File: src/sv/bra_pkg.sv
// Shared types and constants of the bitmap run allocator.
// Request, result, command and status structs and the status and kind codes.
// No dependencies.
package bra_pkg;

    localparam int DEF_TOTAL_BLOCKS = 1024;
    localparam int DEF_WORD_BITS    = 32;

    localparam int KIND_W   = 1;
    localparam int LEN_W    = 11;
    localparam int FIRST_W  = 10;
    localparam int STATUS_W = 2;
    localparam int START_W  = 10;
    localparam int COUNT_W  = 11;

    localparam logic [KIND_W-1:0] KIND_ALLOC = 1'b0;
    localparam logic [KIND_W-1:0] KIND_FREE  = 1'b1;

    localparam logic [STATUS_W-1:0] ST_DONE  = 2'd0;
    localparam logic [STATUS_W-1:0] ST_NOFIT = 2'd1;
    localparam logic [STATUS_W-1:0] ST_ZERO  = 2'd2;

    typedef struct packed {
        logic [KIND_W-1:0]  kind;
        logic [LEN_W-1:0]   run_length;
        logic [FIRST_W-1:0] first_block;
    } bra_req_t;

    typedef struct packed {
        logic [STATUS_W-1:0] status;
        logic [START_W-1:0]  start_index;
        logic [COUNT_W-1:0]  used_count;
        logic [COUNT_W-1:0]  free_count;
    } bra_rsp_t;

    typedef struct packed {
        logic                clear_step;
        logic                load;
        logic                scan_init;
        logic                scan_step;
        logic                found;
        logic                upd_init;
        logic                upd_step;
        logic                commit;
        logic                reply;
        logic [STATUS_W-1:0] code;
    } bra_cmd_t;

    typedef struct packed {
        logic clear_last;
        logic is_free;
        logic len_zero;
        logic len_long;
        logic free_empty;
        logic hit;
        logic scan_last;
        logic upd_last;
    } bra_sts_t;

endpackage

File: src/sv/bra_ram.sv
// Generic simple dual-port RAM: one write port, one registered read port.
// No dependencies.
module bra_ram #(
    parameter int WIDTH = 32,
    parameter int DEPTH = 32,
    parameter int AW    = (DEPTH > 1) ? $clog2(DEPTH) : 1
) (
    input  logic             clk,
    input  logic             we,
    input  logic [AW-1:0]    waddr,
    input  logic [WIDTH-1:0] wdata,
    input  logic [AW-1:0]    raddr,
    output logic [WIDTH-1:0] rdata
);

    logic [WIDTH-1:0] mem [0:DEPTH-1];
    logic [WIDTH-1:0] rdata_reg;

    always_ff @(posedge clk)
    begin
        if (we)
        begin
            mem[waddr] <= wdata;
        end
        rdata_reg <= mem[raddr];
    end

    assign rdata = rdata_reg;

endmodule

File: src/sv/bra_dpath.sv
// Datapath of the bitmap run allocator: map RAM, word scan, range update, counts.
// Depends on bra_pkg and bra_ram; driven by bra_ctrl through bra_cmd_t.
module bra_dpath import bra_pkg::*; #(
    parameter int TOTAL_BLOCKS = DEF_TOTAL_BLOCKS,
    parameter int WORD_BITS    = DEF_WORD_BITS
) (
    input  logic     clk,
    input  logic     rst_n,
    input  bra_req_t request,
    input  bra_cmd_t cmd,
    output bra_sts_t sts,
    output logic     done,
    output bra_rsp_t result
);

    localparam int MAP_WORDS = (TOTAL_BLOCKS + WORD_BITS - 1) / WORD_BITS;
    localparam int ADDR_W    = (MAP_WORDS > 1) ? $clog2(MAP_WORDS) : 1;
    localparam int CNT_W     = $clog2(TOTAL_BLOCKS + 1);
    localparam int IDX_W     = $clog2(TOTAL_BLOCKS);
    localparam int BIT_W     = $clog2(WORD_BITS);
    localparam int SUM_W     = $clog2(TOTAL_BLOCKS + 2 * WORD_BITS);
    localparam int CMP_W     = (CNT_W > LEN_W) ? CNT_W : LEN_W;
    localparam logic [ADDR_W-1:0] LAST_ADDR = ADDR_W'(MAP_WORDS - 1);

    logic [KIND_W-1:0]    kind_reg;
    logic [CNT_W-1:0]     len_reg;
    logic [IDX_W-1:0]     lo_reg;
    logic [CNT_W-1:0]     hi_reg;
    logic                 zero_reg;
    logic                 long_reg;
    logic                 empty_reg;
    logic [CNT_W-1:0]     run_reg;
    logic [IDX_W-1:0]     end_reg;
    logic [ADDR_W-1:0]    rd_addr_reg;
    logic [ADDR_W-1:0]    rd_addr_next;
    logic                 dv_reg;
    logic                 dv_next;
    logic [SUM_W-1:0]     base_reg;
    logic [SUM_W-1:0]     base_next;
    logic [CNT_W-1:0]     used_reg;
    logic [CNT_W-1:0]     used_next;
    logic                 done_reg;
    bra_rsp_t             result_reg;

    logic [CMP_W-1:0]     req_len;
    logic [CMP_W-1:0]     req_first;
    logic [CMP_W-1:0]     total_c;
    logic [CMP_W-1:0]     room;
    logic [CMP_W-1:0]     free_n;

    logic                 ram_we;
    logic [ADDR_W-1:0]    ram_waddr;
    logic [WORD_BITS-1:0] ram_wdata;
    logic [WORD_BITS-1:0] ram_rdata;

    logic [WORD_BITS-1:0] used_v;
    logic [WORD_BITS-1:0] hit_v;
    logic [WORD_BITS-1:0] upd_word;
    logic [WORD_BITS-1:0] have_l [0:BIT_W];
    logic [BIT_W-1:0]     pos_l  [0:BIT_W][0:WORD_BITS-1];
    logic [CNT_W-1:0]     run_v  [0:WORD_BITS-1];
    logic [BIT_W-1:0]     hit_idx;
    logic                 hit_any;
    logic [SUM_W-1:0]     word_end;
    logic [CNT_W:0]       used_sum;
    logic [CNT_W-1:0]     add_sat;
    logic [CNT_W-1:0]     sub_sat;

    bra_ram #(
        .WIDTH (WORD_BITS),
        .DEPTH (MAP_WORDS),
        .AW    (ADDR_W)
    ) u_map (
        .clk   (clk),
        .we    (ram_we),
        .waddr (ram_waddr),
        .wdata (ram_wdata),
        .raddr (rd_addr_reg),
        .rdata (ram_rdata)
    );

    always_comb
    begin
        req_len   = CMP_W'(request.run_length);
        req_first = CMP_W'(request.first_block);
        total_c   = CMP_W'(TOTAL_BLOCKS);
        room      = (req_first < total_c) ? (total_c - req_first) : '0;
        free_n    = (req_len < room) ? req_len : room;
    end

    always_comb
    begin
        for (int i = 0; i < WORD_BITS; i++)
        begin
            used_v[i]    = ram_rdata[i] | ((base_reg + SUM_W'(i)) >= SUM_W'(TOTAL_BLOCKS));
            have_l[0][i] = used_v[i];
            pos_l[0][i]  = BIT_W'(i);
            upd_word[i]  = ((base_reg + SUM_W'(i)) >= SUM_W'(lo_reg)
                            && (base_reg + SUM_W'(i)) < SUM_W'(hi_reg))
                           ? (kind_reg == KIND_ALLOC) : ram_rdata[i];
        end
        for (int l = 0; l < BIT_W; l++)
        begin
            for (int i = 0; i < WORD_BITS; i++)
            begin
                if (i >= (1 << l) && !have_l[l][i])
                begin
                    have_l[l+1][i] = have_l[l][i - (1 << l)];
                    pos_l[l+1][i]  = pos_l[l][i - (1 << l)];
                end
                else
                begin
                    have_l[l+1][i] = have_l[l][i];
                    pos_l[l+1][i]  = pos_l[l][i];
                end
            end
        end
        for (int i = 0; i < WORD_BITS; i++)
        begin
            if (used_v[i])
            begin
                run_v[i] = '0;
            end
            else if (!have_l[BIT_W][i])
            begin
                run_v[i] = run_reg + CNT_W'(i + 1);
            end
            else
            begin
                run_v[i] = CNT_W'(i) - CNT_W'(pos_l[BIT_W][i]);
            end
            hit_v[i] = (run_v[i] >= len_reg);
        end
        hit_idx = '0;
        for (int i = WORD_BITS - 1; i >= 0; i--)
        begin
            if (hit_v[i])
            begin
                hit_idx = BIT_W'(i);
            end
        end
        hit_any  = |hit_v;
        word_end = base_reg + SUM_W'(WORD_BITS);
    end

    always_comb
    begin
        sts.clear_last = (rd_addr_reg == LAST_ADDR);
        sts.is_free    = (kind_reg == KIND_FREE);
        sts.len_zero   = zero_reg;
        sts.len_long   = long_reg;
        sts.free_empty = empty_reg;
        sts.hit        = dv_reg & hit_any;
        sts.scan_last  = dv_reg & (word_end >= SUM_W'(TOTAL_BLOCKS));
        sts.upd_last   = dv_reg & (word_end >= SUM_W'(hi_reg));
    end

    always_comb
    begin
        ram_we    = cmd.clear_step | (cmd.upd_step & dv_reg);
        ram_waddr = cmd.clear_step ? rd_addr_reg : ADDR_W'(base_reg >> BIT_W);
        ram_wdata = cmd.clear_step ? '0 : upd_word;
    end

    always_comb
    begin
        rd_addr_next = rd_addr_reg;
        dv_next      = dv_reg;
        base_next    = base_reg;
        if (cmd.clear_step)
        begin
            rd_addr_next = (rd_addr_reg == LAST_ADDR) ? '0 : rd_addr_reg + 1'b1;
        end
        else if (cmd.scan_init)
        begin
            rd_addr_next = '0;
            dv_next      = 1'b0;
            base_next    = '0;
        end
        else if (cmd.upd_init)
        begin
            rd_addr_next = ADDR_W'(lo_reg >> BIT_W);
            dv_next      = 1'b0;
            base_next    = SUM_W'(lo_reg >> BIT_W) << BIT_W;
        end
        else if (cmd.scan_step || cmd.upd_step)
        begin
            if (rd_addr_reg != LAST_ADDR)
            begin
                rd_addr_next = rd_addr_reg + 1'b1;
            end
            dv_next = 1'b1;
            if (dv_reg)
            begin
                base_next = word_end;
            end
        end
    end

    always_comb
    begin
        used_sum  = {1'b0, used_reg} + {1'b0, len_reg};
        add_sat   = (used_sum > (CNT_W + 1)'(TOTAL_BLOCKS)) ? CNT_W'(TOTAL_BLOCKS)
                                                            : used_sum[CNT_W-1:0];
        sub_sat   = (len_reg >= used_reg) ? '0 : (used_reg - len_reg);
        used_next = used_reg;
        if (cmd.commit)
        begin
            used_next = (kind_reg == KIND_ALLOC) ? add_sat : sub_sat;
        end
    end

    always_ff @(posedge clk or negedge rst_n)
    begin
        if (!rst_n)
        begin
            rd_addr_reg <= '0;
            dv_reg      <= 1'b0;
            base_reg    <= '0;
            used_reg    <= '0;
            done_reg    <= 1'b0;
        end
        else
        begin
            rd_addr_reg <= rd_addr_next;
            dv_reg      <= dv_next;
            base_reg    <= base_next;
            used_reg    <= used_next;
            done_reg    <= cmd.reply;
        end
    end

    always_ff @(posedge clk)
    begin
        if (cmd.load)
        begin
            kind_reg  <= request.kind;
            zero_reg  <= (req_len == '0);
            long_reg  <= (req_len > total_c);
            empty_reg <= (free_n == '0);
            len_reg   <= CNT_W'((request.kind == KIND_FREE) ? free_n : req_len);
            lo_reg    <= IDX_W'(request.first_block);
            hi_reg    <= CNT_W'(req_first + free_n);
        end
        if (cmd.found)
        begin
            lo_reg <= IDX_W'(CNT_W'(end_reg) + CNT_W'(1) - len_reg);
            hi_reg <= CNT_W'(end_reg) + CNT_W'(1);
        end
        if (cmd.scan_init)
        begin
            run_reg <= '0;
        end
        else if (cmd.scan_step && dv_reg)
        begin
            run_reg <= run_v[WORD_BITS-1];
            if (hit_any)
            begin
                end_reg <= IDX_W'(base_reg + SUM_W'(hit_idx));
            end
        end
        if (cmd.reply)
        begin
            result_reg.status      <= cmd.code;
            result_reg.start_index <= (cmd.code == ST_DONE && kind_reg == KIND_ALLOC)
                                      ? START_W'(lo_reg) : '0;
            result_reg.used_count  <= COUNT_W'(used_next);
            result_reg.free_count  <= COUNT_W'(CNT_W'(TOTAL_BLOCKS) - used_next);
        end
    end

    assign done   = done_reg;
    assign result = result_reg;

    a_used_bound: assert property (@(posedge clk) disable iff (!rst_n)
        used_reg <= CNT_W'(TOTAL_BLOCKS))
        else $error("used count above map size");

    a_scan_no_write: assert property (@(posedge clk) disable iff (!rst_n)
        cmd.scan_step |-> !ram_we)
        else $error("map written during scan");

    a_fail_keeps_count: assert property (@(posedge clk) disable iff (!rst_n)
        (cmd.reply && cmd.code != ST_DONE) |=> (used_reg == $past(used_reg)))
        else $error("failed request changed used count");

    a_alloc_span: assert property (@(posedge clk) disable iff (!rst_n)
        (cmd.commit && kind_reg == KIND_ALLOC) |-> ((hi_reg - CNT_W'(lo_reg)) == len_reg))
        else $error("allocated range does not match length");

    a_waddr_range: assert property (@(posedge clk) disable iff (!rst_n)
        ram_we |-> (ram_waddr <= LAST_ADDR))
        else $error("map write outside the map");

endmodule

File: src/sv/bra_ctrl.sv
// Controller of the bitmap run allocator: clear pass, scan, mark and reply sequencing.
// Depends on bra_pkg; drives bra_dpath through bra_cmd_t.
module bra_ctrl import bra_pkg::*; (
    input  logic     clk,
    input  logic     rst_n,
    input  logic     start,
    input  bra_sts_t sts,
    output bra_cmd_t cmd,
    output logic     busy
);

    localparam logic [2:0] S_CLEAR  = 3'd0;
    localparam logic [2:0] S_IDLE   = 3'd1;
    localparam logic [2:0] S_CHECK  = 3'd2;
    localparam logic [2:0] S_SCAN   = 3'd3;
    localparam logic [2:0] S_FOUND  = 3'd4;
    localparam logic [2:0] S_UINIT  = 3'd5;
    localparam logic [2:0] S_UPDATE = 3'd6;

    logic [2:0] state_reg;
    logic [2:0] state_next;

    always_comb
    begin
        state_next = state_reg;
        cmd        = '0;
        cmd.code   = ST_DONE;
        case (state_reg)
            S_CLEAR:
            begin
                cmd.clear_step = 1'b1;
                if (sts.clear_last)
                begin
                    state_next = S_IDLE;
                end
            end
            S_IDLE:
            begin
                if (start)
                begin
                    cmd.load   = 1'b1;
                    state_next = S_CHECK;
                end
            end
            S_CHECK:
            begin
                if (sts.is_free)
                begin
                    if (sts.free_empty)
                    begin
                        cmd.reply  = 1'b1;
                        cmd.code   = ST_DONE;
                        state_next = S_IDLE;
                    end
                    else
                    begin
                        cmd.upd_init = 1'b1;
                        state_next   = S_UPDATE;
                    end
                end
                else if (sts.len_zero)
                begin
                    cmd.reply  = 1'b1;
                    cmd.code   = ST_ZERO;
                    state_next = S_IDLE;
                end
                else if (sts.len_long)
                begin
                    cmd.reply  = 1'b1;
                    cmd.code   = ST_NOFIT;
                    state_next = S_IDLE;
                end
                else
                begin
                    cmd.scan_init = 1'b1;
                    state_next    = S_SCAN;
                end
            end
            S_SCAN:
            begin
                cmd.scan_step = 1'b1;
                if (sts.hit)
                begin
                    state_next = S_FOUND;
                end
                else if (sts.scan_last)
                begin
                    cmd.reply  = 1'b1;
                    cmd.code   = ST_NOFIT;
                    state_next = S_IDLE;
                end
            end
            S_FOUND:
            begin
                cmd.found  = 1'b1;
                state_next = S_UINIT;
            end
            S_UINIT:
            begin
                cmd.upd_init = 1'b1;
                state_next   = S_UPDATE;
            end
            S_UPDATE:
            begin
                cmd.upd_step = 1'b1;
                if (sts.upd_last)
                begin
                    cmd.commit = 1'b1;
                    cmd.reply  = 1'b1;
                    cmd.code   = ST_DONE;
                    state_next = S_IDLE;
                end
            end
            default:
            begin
                state_next = S_IDLE;
            end
        endcase
    end

    always_ff @(posedge clk or negedge rst_n)
    begin
        if (!rst_n)
        begin
            state_reg <= S_CLEAR;
        end
        else
        begin
            state_reg <= state_next;
        end
    end

    assign busy = (state_reg != S_IDLE);

endmodule

File: src/sv/bitmap_run_allocator.sv
// Top level of the bitmap run allocator: first-fit allocation and release of block runs.
// Depends on bra_pkg, bra_ctrl and bra_dpath.
//
// Usage: drive request and raise start; the request is taken at a clock edge with start
// high and busy low. kind selects allocate (search lowest free run of run_length blocks)
// or free (clear run_length blocks from first_block, clipped at the map end).
// Exactly one result follows each request: done is high for one cycle with result valid.
// The receiver cannot stall; the result must be taken in that cycle.
// Steps: a zero or oversized allocate replies straight from the check state. An allocate
// scans one map word per cycle up to the hit, then updates the words covered by the run
// with a read-modify-write of the map RAM; a failed search scans every map word. A free
// updates the words covered by its range, and replies straight from the check state when
// it clears nothing.
// Default map: 32 words of 32 bits.
// busy drops in the cycle done pulses, so the next request can enter then.
// Reset: the map RAM is cleared one word per cycle with busy high; the used count
// resets to zero. WORD_BITS must be a power of two.
module bitmap_run_allocator import bra_pkg::*; #(
    parameter int TOTAL_BLOCKS = DEF_TOTAL_BLOCKS,
    parameter int WORD_BITS    = DEF_WORD_BITS
) (
    input  logic     clk,
    input  logic     rst_n,
    input  logic     start,
    output logic     busy,
    input  bra_req_t request,
    output logic     done,
    output bra_rsp_t result
);

    bra_cmd_t cmd;
    bra_sts_t sts;

    bra_ctrl u_ctrl (
        .clk   (clk),
        .rst_n (rst_n),
        .start (start),
        .sts   (sts),
        .cmd   (cmd),
        .busy  (busy)
    );

    bra_dpath #(
        .TOTAL_BLOCKS (TOTAL_BLOCKS),
        .WORD_BITS    (WORD_BITS)
    ) u_dpath (
        .clk     (clk),
        .rst_n   (rst_n),
        .request (request),
        .cmd     (cmd),
        .sts     (sts),
        .done    (done),
        .result  (result)
    );

endmodule

File: config.mk
export PLATFORM = sky130hd
export DESIGN_NAME = bitmap_run_allocator
export DESIGN_NICKNAME = d
export VERILOG_FILES = /design/src/sv/bra_pkg.sv /design/src/sv/bra_ram.sv /design/src/sv/bra_dpath.sv /design/src/sv/bra_ctrl.sv /design/src/sv/bitmap_run_allocator.sv
export SDC_FILE = /design/constraint.sdc
export NUM_CORES = 2
export LEC_CHECK = 0
export ABC_AREA = 1
export ABC_CLOCK_PERIOD_IN_PS = 6600
export BUFFER_PORTS_ARGS = -buffer_cell sky130_fd_sc_hd__buf_2
export CAP_MARGIN = 20
export CORE_ASPECT_RATIO = 0.8
export CORE_MARGIN = 5
export CORE_UTILIZATION = 43
export CTS_CLUSTER_SIZE = 30
export DETAILED_ROUTE_END_ITERATION = 10
export MAX_ROUTING_LAYER = met4
export PLACE_DENSITY_LB_ADDON = 0.05
export SKIP_LAST_GASP = 1
export SLEW_MARGIN = 20
export SYNTH_ARGS = -nofsm -noshare
export SYNTH_HDL_FRONTEND = slang
export SYNTH_HIERARCHICAL = 1
export SYNTH_SLANG_ARGS = --single-unit
File: constraint.sdc
create_clock -name clk -period 6.6 [get_ports clk]
set_clock_uncertainty 0.05 [all_clocks]
set_input_delay 1.65 -clock clk [delete_from_list [all_inputs] [get_ports clk]]
set_output_delay 1.65 -clock clk [all_outputs]
set_load 0.1 [all_outputs]
* Word-level counts from Yosys, hierarchy flattened
Memories as Yosys holds them, arrays and structs flattened. A register that Yosys moved wholly into a read port is not among the register bits.
Cells that the tools add are included.
** Storage, ports and cells
- Input port bits :: 25
- Memories kept :: 1
- Output and inout bits :: 36
- Logic and storage cells :: 804
- Register bits after elaboration :: 123
- Bits in writable memories :: 1024
** Operators by class
- Order comparisons :: 134
- Bitwise operators :: 40
- Eq/ne operators :: 13
- Add/sub/neg operators :: 104
- Reduce and logical (&&, ||, !) cells :: 50
- Multiplexer cells :: 443
** Memories
- u_dpath.u_map.mem :: depth 32, width 32, read ports 1, clocked after memory_dff 1, write ports 1, RTL line bra_ram.sv:16 : logic [WIDTH-1:0] mem [0:DEPTH-1];
** Operators by type and width (count)
- $mux W11 :: 75
- $mux W5 :: 138
- $ge A11 B11 Y1 :: 34
- $ge A11 B11 Y1 const B :: 33
- $lt A11 B11 Y1 :: 33
- $add A11 B5 Y11 const B :: 32
- $ge A11 B10 Y1 :: 32
- $mux W1 :: 193
- $add A11 B4 Y11 const B :: 16
- $sub A5 B5 Y6 const A :: 16
- $add A11 B3 Y11 const B :: 8
- $mux W3 :: 17
- $sub A4 B5 Y6 const A :: 8
- $add A11 B2 Y11 const B :: 4
- $logic_and A1 B1 Y1 :: 34
- $or A1 B1 Y1 :: 33
- $mux W32 :: 1
- $reduce_or A32 Y1 :: 1
- $sub A3 B5 Y6 const A :: 4
- $add A11 B1 Y11 const B :: 2
- $add A11 B6 Y11 const B :: 2
- $logic_not A11 Y1 :: 2
- $mux W2 :: 11
- $pmux W3 S7 :: 1
- 36 further kinds :: 54

* Logic depth before layout (Yosys ltp)
- Word-level depth :: 45
- Mapped depth :: 59
- Gate-level depth less buffers :: 58

* Modules after synthesis
The synthesis kept the hierarchy.
** Modules (own cells, without submodules)
- bra_ram :: times used 1, seq. area each 31390.1 µm², area each 42405.7 µm², cells each 3536
- bra_dpath :: times used 1, seq. area each 3193.1 µm², area each 26476.6 µm², cells each 4131
- bra_ctrl :: times used 1, seq. area each 75.1 µm², area each 334.1 µm², cells each 65

* Worst setup path before layout
Ideal clock, no wire load.
- Path type :: input port to flip-flop
- From :: input port request[0] (netlist name)
- To :: register u_dpath.hi_reg[10], data pin
- Path slack :: 0.125 ns
- Path buffers :: 1
- Data required time :: 6.289 ns
- Data arrival time :: 6.164 ns
- Cell stages on the path :: 35
- Library setup time :: 0.261 ns
- Path through :: inv_1 -> ha_1 -> nand3_1 -> nor3_1 -> inv_1 -> nor3_1 -> or3b_2 -> ha_1 -> nand4_1 -> a2111o_1 -> nand3_1 -> clkbuf_1 -> nand2_1 -> o21ai_0 -> inv_1 -> ha_1 -> fa_1 -> inv_1 -> o31ai_1 -> inv_1 -> nor2_1 -> nor2_1 -> inv_1 -> a21oi_1 -> nor2_1 -> nor2_1 -> nor2_1 -> nor2_1 -> nor2_1 -> nor2_1 -> nor2_1 -> nor2_1 -> nand2_1 -> nand2_1 -> o21ai_0
** Between the ends
- Longest elaborated chain between the ends :: 6
** Ends and longest elaborated chain
- from (decl) :: RTL line bitmap_run_allocator.sv:26 : input bra_req_t request,
- $sub A11 B10 Y11 :: RTL line bra_dpath.sv:87 : room = (req_first < total_c) ? (total_c - req_first) : '0;
- $lt A11 B11 Y1 :: RTL line bra_dpath.sv:88 : free_n = (req_len < room) ? req_len : room;
- $mux W11 :: RTL line bra_dpath.sv:88
- $add A10 B11 Y11 (*) :: RTL line bra_dpath.sv:243 : hi_reg <= CNT_W'(req_first + free_n);
- $mux W11 (*) :: RTL line bra_dpath.sv:235 : if (cmd.load)
- $mux W11 (*) :: RTL line bra_dpath.sv:245 : if (cmd.found)
- to (signal assigned) :: RTL line bra_dpath.sv:243
- to (signal assigned) :: RTL line bra_dpath.sv:248 : hi_reg <= CNT_W'(end_reg) + CNT_W'(1);
- to (decl) :: RTL line bra_dpath.sv:28 : logic [CNT_W-1:0] hi_reg;
Every way passes the cells marked *; elsewhere a longest branch is shown, timed or not. The select of a mux whose other input is x is not followed.
A chain may end at the register's enable or synchronous reset.

==> metrics.md <==
| Metric | Value |
|---|---|
| Fin. Hold Viols | 0 |
| Synth warnings | 6 |
| Setup slack, reg-to-reg | 0.29 ns |
| DIE WIDTH | 459 µm |
| Status | completed |
| Max Cap Viol | 0 |
| Worst-path maximum fanout | 11 |
| Ratio of cells with drive above 1 in the final layout | 11.2% |
| Critical path's largest stage delay | 0.50 ns |
| Lkg Pwr | 32.9 nW |
| Die ar. | 169000 µm² |
| Initial DRC count | 5886 |
| Placed insts | 9970 |
| Cell area after synthesis | 69200 µm² |
| I/O Buffers | 60 |
| Ys async rst share | 2.30% |
| Rows | 131 |
| Register area share after synthesis | 50.1% |
| Yosys cell types | 72 |
| CP Class | flip-flop to flip-flop |
| Compound-gate portion of the synthesized area | 8.91% |
| F_max | 159 MHz |
| H-tree depth | 3 |
| DR vias/cell | 5.68 |
| Vias in the first global route | 54200 |
| Hold-fix buffers, CTS | 0 |
| Initial core utilization | 43.3% |
| DR pass1 iterations | 6 |
| Hpwl dp | 171000 µm |
| Routed WL | 262000 µm |
| Pre-CTS setup slack | -0.417 ns |
| Total Routing Usage GR | 30.9% |
| Die Span Y | 369 µm |
| Min-delay src | u_dpath/run_reg[9] |
| Largest area contributor in the netlist | edfxtp_1 |
| PwrDens | 495 nW/µm² |
| Design area | 78200 µm² |
| Simple-gate share of the synthesized area | 22.8% |
| Largest net degree at the start of global routing | 181 |
| Top cells by instance count after synthesis | 2106 x nand2_1, 1103 x edfxtp_1, 851 x nand3_1 |
| Final setup violation count | 0 |
| Avg Cell Area, Syn | 8.95 µm² |
| Cell count after synthesis | 7732 |
| GP Congestion | 1.03 |
| RSZ-0062 raised after global routing | true |
| Slew @ Worst Pin | 1.10 ns |
| FF-to-FF Start | u_dpath/base_reg[10] |
| Clock Tree Buf Depth | 3 |
| Synth top area share | 47.9% |
| Core Util, Final | 48.9% |
| Detail Route Antenna Nets | 0 |
| Relative slew slack | 26.2% |
| Fin nets | 8508 |
| Flop and latch count out of synthesis | 1173 |
| CTS tree | built |
| CTS Root Cell | clkbuf_16 |
| Worst hold path endpoint | u_dpath/run_reg[9] |
| Main combinational cell family by area after synthesis | simple AND/OR/NAND/NOR gates |
| Routed wire per std cell | 25.6 µm |
| Startpoint class of the critical path | flip-flop |
| Clock Sinks | 1173 |
| Number of fill cells | 15200 |
| Grt total ovfl | 0 |
| # DRC | 0 |
| Post-synthesis mux area share | 0% |
| Slew Viols, Final | 0 |
| Most common cell in the netlist | nand2_1 |
| Core area | 160000 µm² |
| P&R area growth vs syn | 13.0% |
| Cell Area, Placed | 73800 µm² |
| CP max-delay cell | dfrtp_2 |
| Worst vdd ir | 0.374 mV |
| Latest clock arrival within the worst-skew pair | 0.78 ns |
| RR Endpoint | u_dpath/result[24] |
| CP Capture Type | flip-flop |
| Adder and majority cell fraction of the synthesized area | 9.21% |
| Vias | 58000 |
| Dominant cells by area after synthesis | edfxtp_1 48%, nand2_1 11%, ha_1 9.1% |
| # IOs | 61 |
| Reg clk slew, reported paths | 0.09 ns |
| Post-synth EDFFs | 1103 |
| Syn_nets | 8264 |
| Crit path setup slack, layout | 0.292 ns |
| Initial antenna violation count | 10 |
| Worst path arrival time | 6.75 ns |
| Number of flip-flops under the largest register name | 1024 |
| Final period utilization | 95.6% |
| Finished Layout Cells | 10200 |
| First-pass GRT wire length | 378000 µm |
| Top FF cell, synth | edfxtp_1 |
| CP Data Required Time | 7.05 ns |
| Min cycle time layout | 6.31 ns |
| Reg2reg path depth | 37 |
| Hold depth | 2 |
| CP most frequent cell | nor2_1 |
| Post-Synth XOR/XNOR Area | 2.53% |
| Num CTS Buffers | 119 |
| Hold Crit Class | flip-flop to flip-flop |
## through the flow
step | power [mW] | hold slack [ns] | TNS (ns)
finish | 38.7 | 0.564 | 0
CTS | 38.2 | 0.560 | 0
global route | 41.0 | 0.615 | -0.564
floorplan | 23.5 | 0.468 | 0
detailed placement | 31.4 | 0.548 | -1.32
global placement | 31.3 | 0.544 | -1.26
## what timing repair did
item,in CTS,in global routing
pin swaps,0,15
resized for setup,3,119
cloned,0,1
buffers inserted,0,12
hold endpoints to repair,0,0
endpoints found under the setup margin,10,52
## per-layer routing
layer / track usage (%) / share of wire [%] / vias to the layer above
li1: - / - / 26900
met1: 43.5 / 44 / 27900
met2: 45.8 / 43 / 2569
met3: 4.48 / 8.2 / 545
met4: 10.9 / 4.3 / 0
met5: - / 0 / -
## power breakdown
part	total [mW]	leakage, nW	internal, mW	switching [mW]
clock network	6.74	1.89	3.78	2.96
registers	11.4	10.8	10.6	0.759
logic	20.6	20.2	5.76	14.8
## area by class of cell
| cell class | count | area, µm² | area share, % |
|---|---|---|---|
| antenna | 5 | 12.5 | 0.0160 |
| clock buffer | 162 | 3250 | 4.16 |
| clock inverter | 63 | 623 | 0.797 |
| inverter | 646 | 2480 | 3.18 |
| multi-input combinational | 5584 | 30900 | 39.6 |
| sequential | 1173 | 34700 | 44.3 |
| tap | 2128 | 2660 | 3.40 |
| timing repair buffer | 452 | 3560 | 4.55 |
## cell families (layout without fill, tap and decap cells)
group                    Yosys count  after routing
flip-flops                      1173           1173
buffers and inverters            976           1323
XOR/XNOR                         199            199
AND/OR/NAND/NOR                 3811           3812
other                              0              5
AO/OA/AOI/OAI                   1066           1066
adder cells (fa/ha/maj)          507            507
## critical path: cells and delay by family (launching register included)
kind	cells	cell delay, ns
AOI/OAI and AO/OA	8	1.50
adders and majority gates	1	0.28
buffers and inverters	8	1.14
DFF	1	0.50
and+or+nand+nor	20	2.49
## cells in the final DEF (no fill, tap or decap), types with 27 or more instances in the layout
cell / instances
nand2_1: 2102
edfxtp_1: 1103
nand3_1: 849
nor2_1: 619
inv_1: 579
ha_1: 503
a21oi_1: 382
buf_4: 364
o21ai_0: 331
xor2_1: 183
clkbuf_16: 122
buf_2: 60
nor2_4: 51
a211oi_1: 51
nor3_1: 50
nor2_2: 43
inv_2: 43
dfxtp_1: 43
clkbuf_1: 35
a21oi_2: 33
clkinv_1: 32
o21a_1: 31
o211ai_1: 27
## worst max path at each step
| stage | from | to | slack [ns] | depth (start not counted) |
|---|---|---|---|---|
| floorplan | request[0] | u_dpath/hi_reg[10] | 0.13 | 35 |
| global placement | request[0] | u_dpath/hi_reg[10] | -0.49 | 36 |
| detailed placement | request[1] | u_dpath/hi_reg[10] | -0.42 | 36 |
| CTS | u_dpath/base_reg[10] | u_dpath/end_reg[0] | 0.04 | 54 |
| global route | u_dpath/base_reg[10] | u_dpath/result[24] | -0.07 | 41 |
| finish | u_dpath/base_reg[10] | u_dpath/result[24] | 0.29 | 37 |
Note: power is estimated with default switching activity, not from simulation.
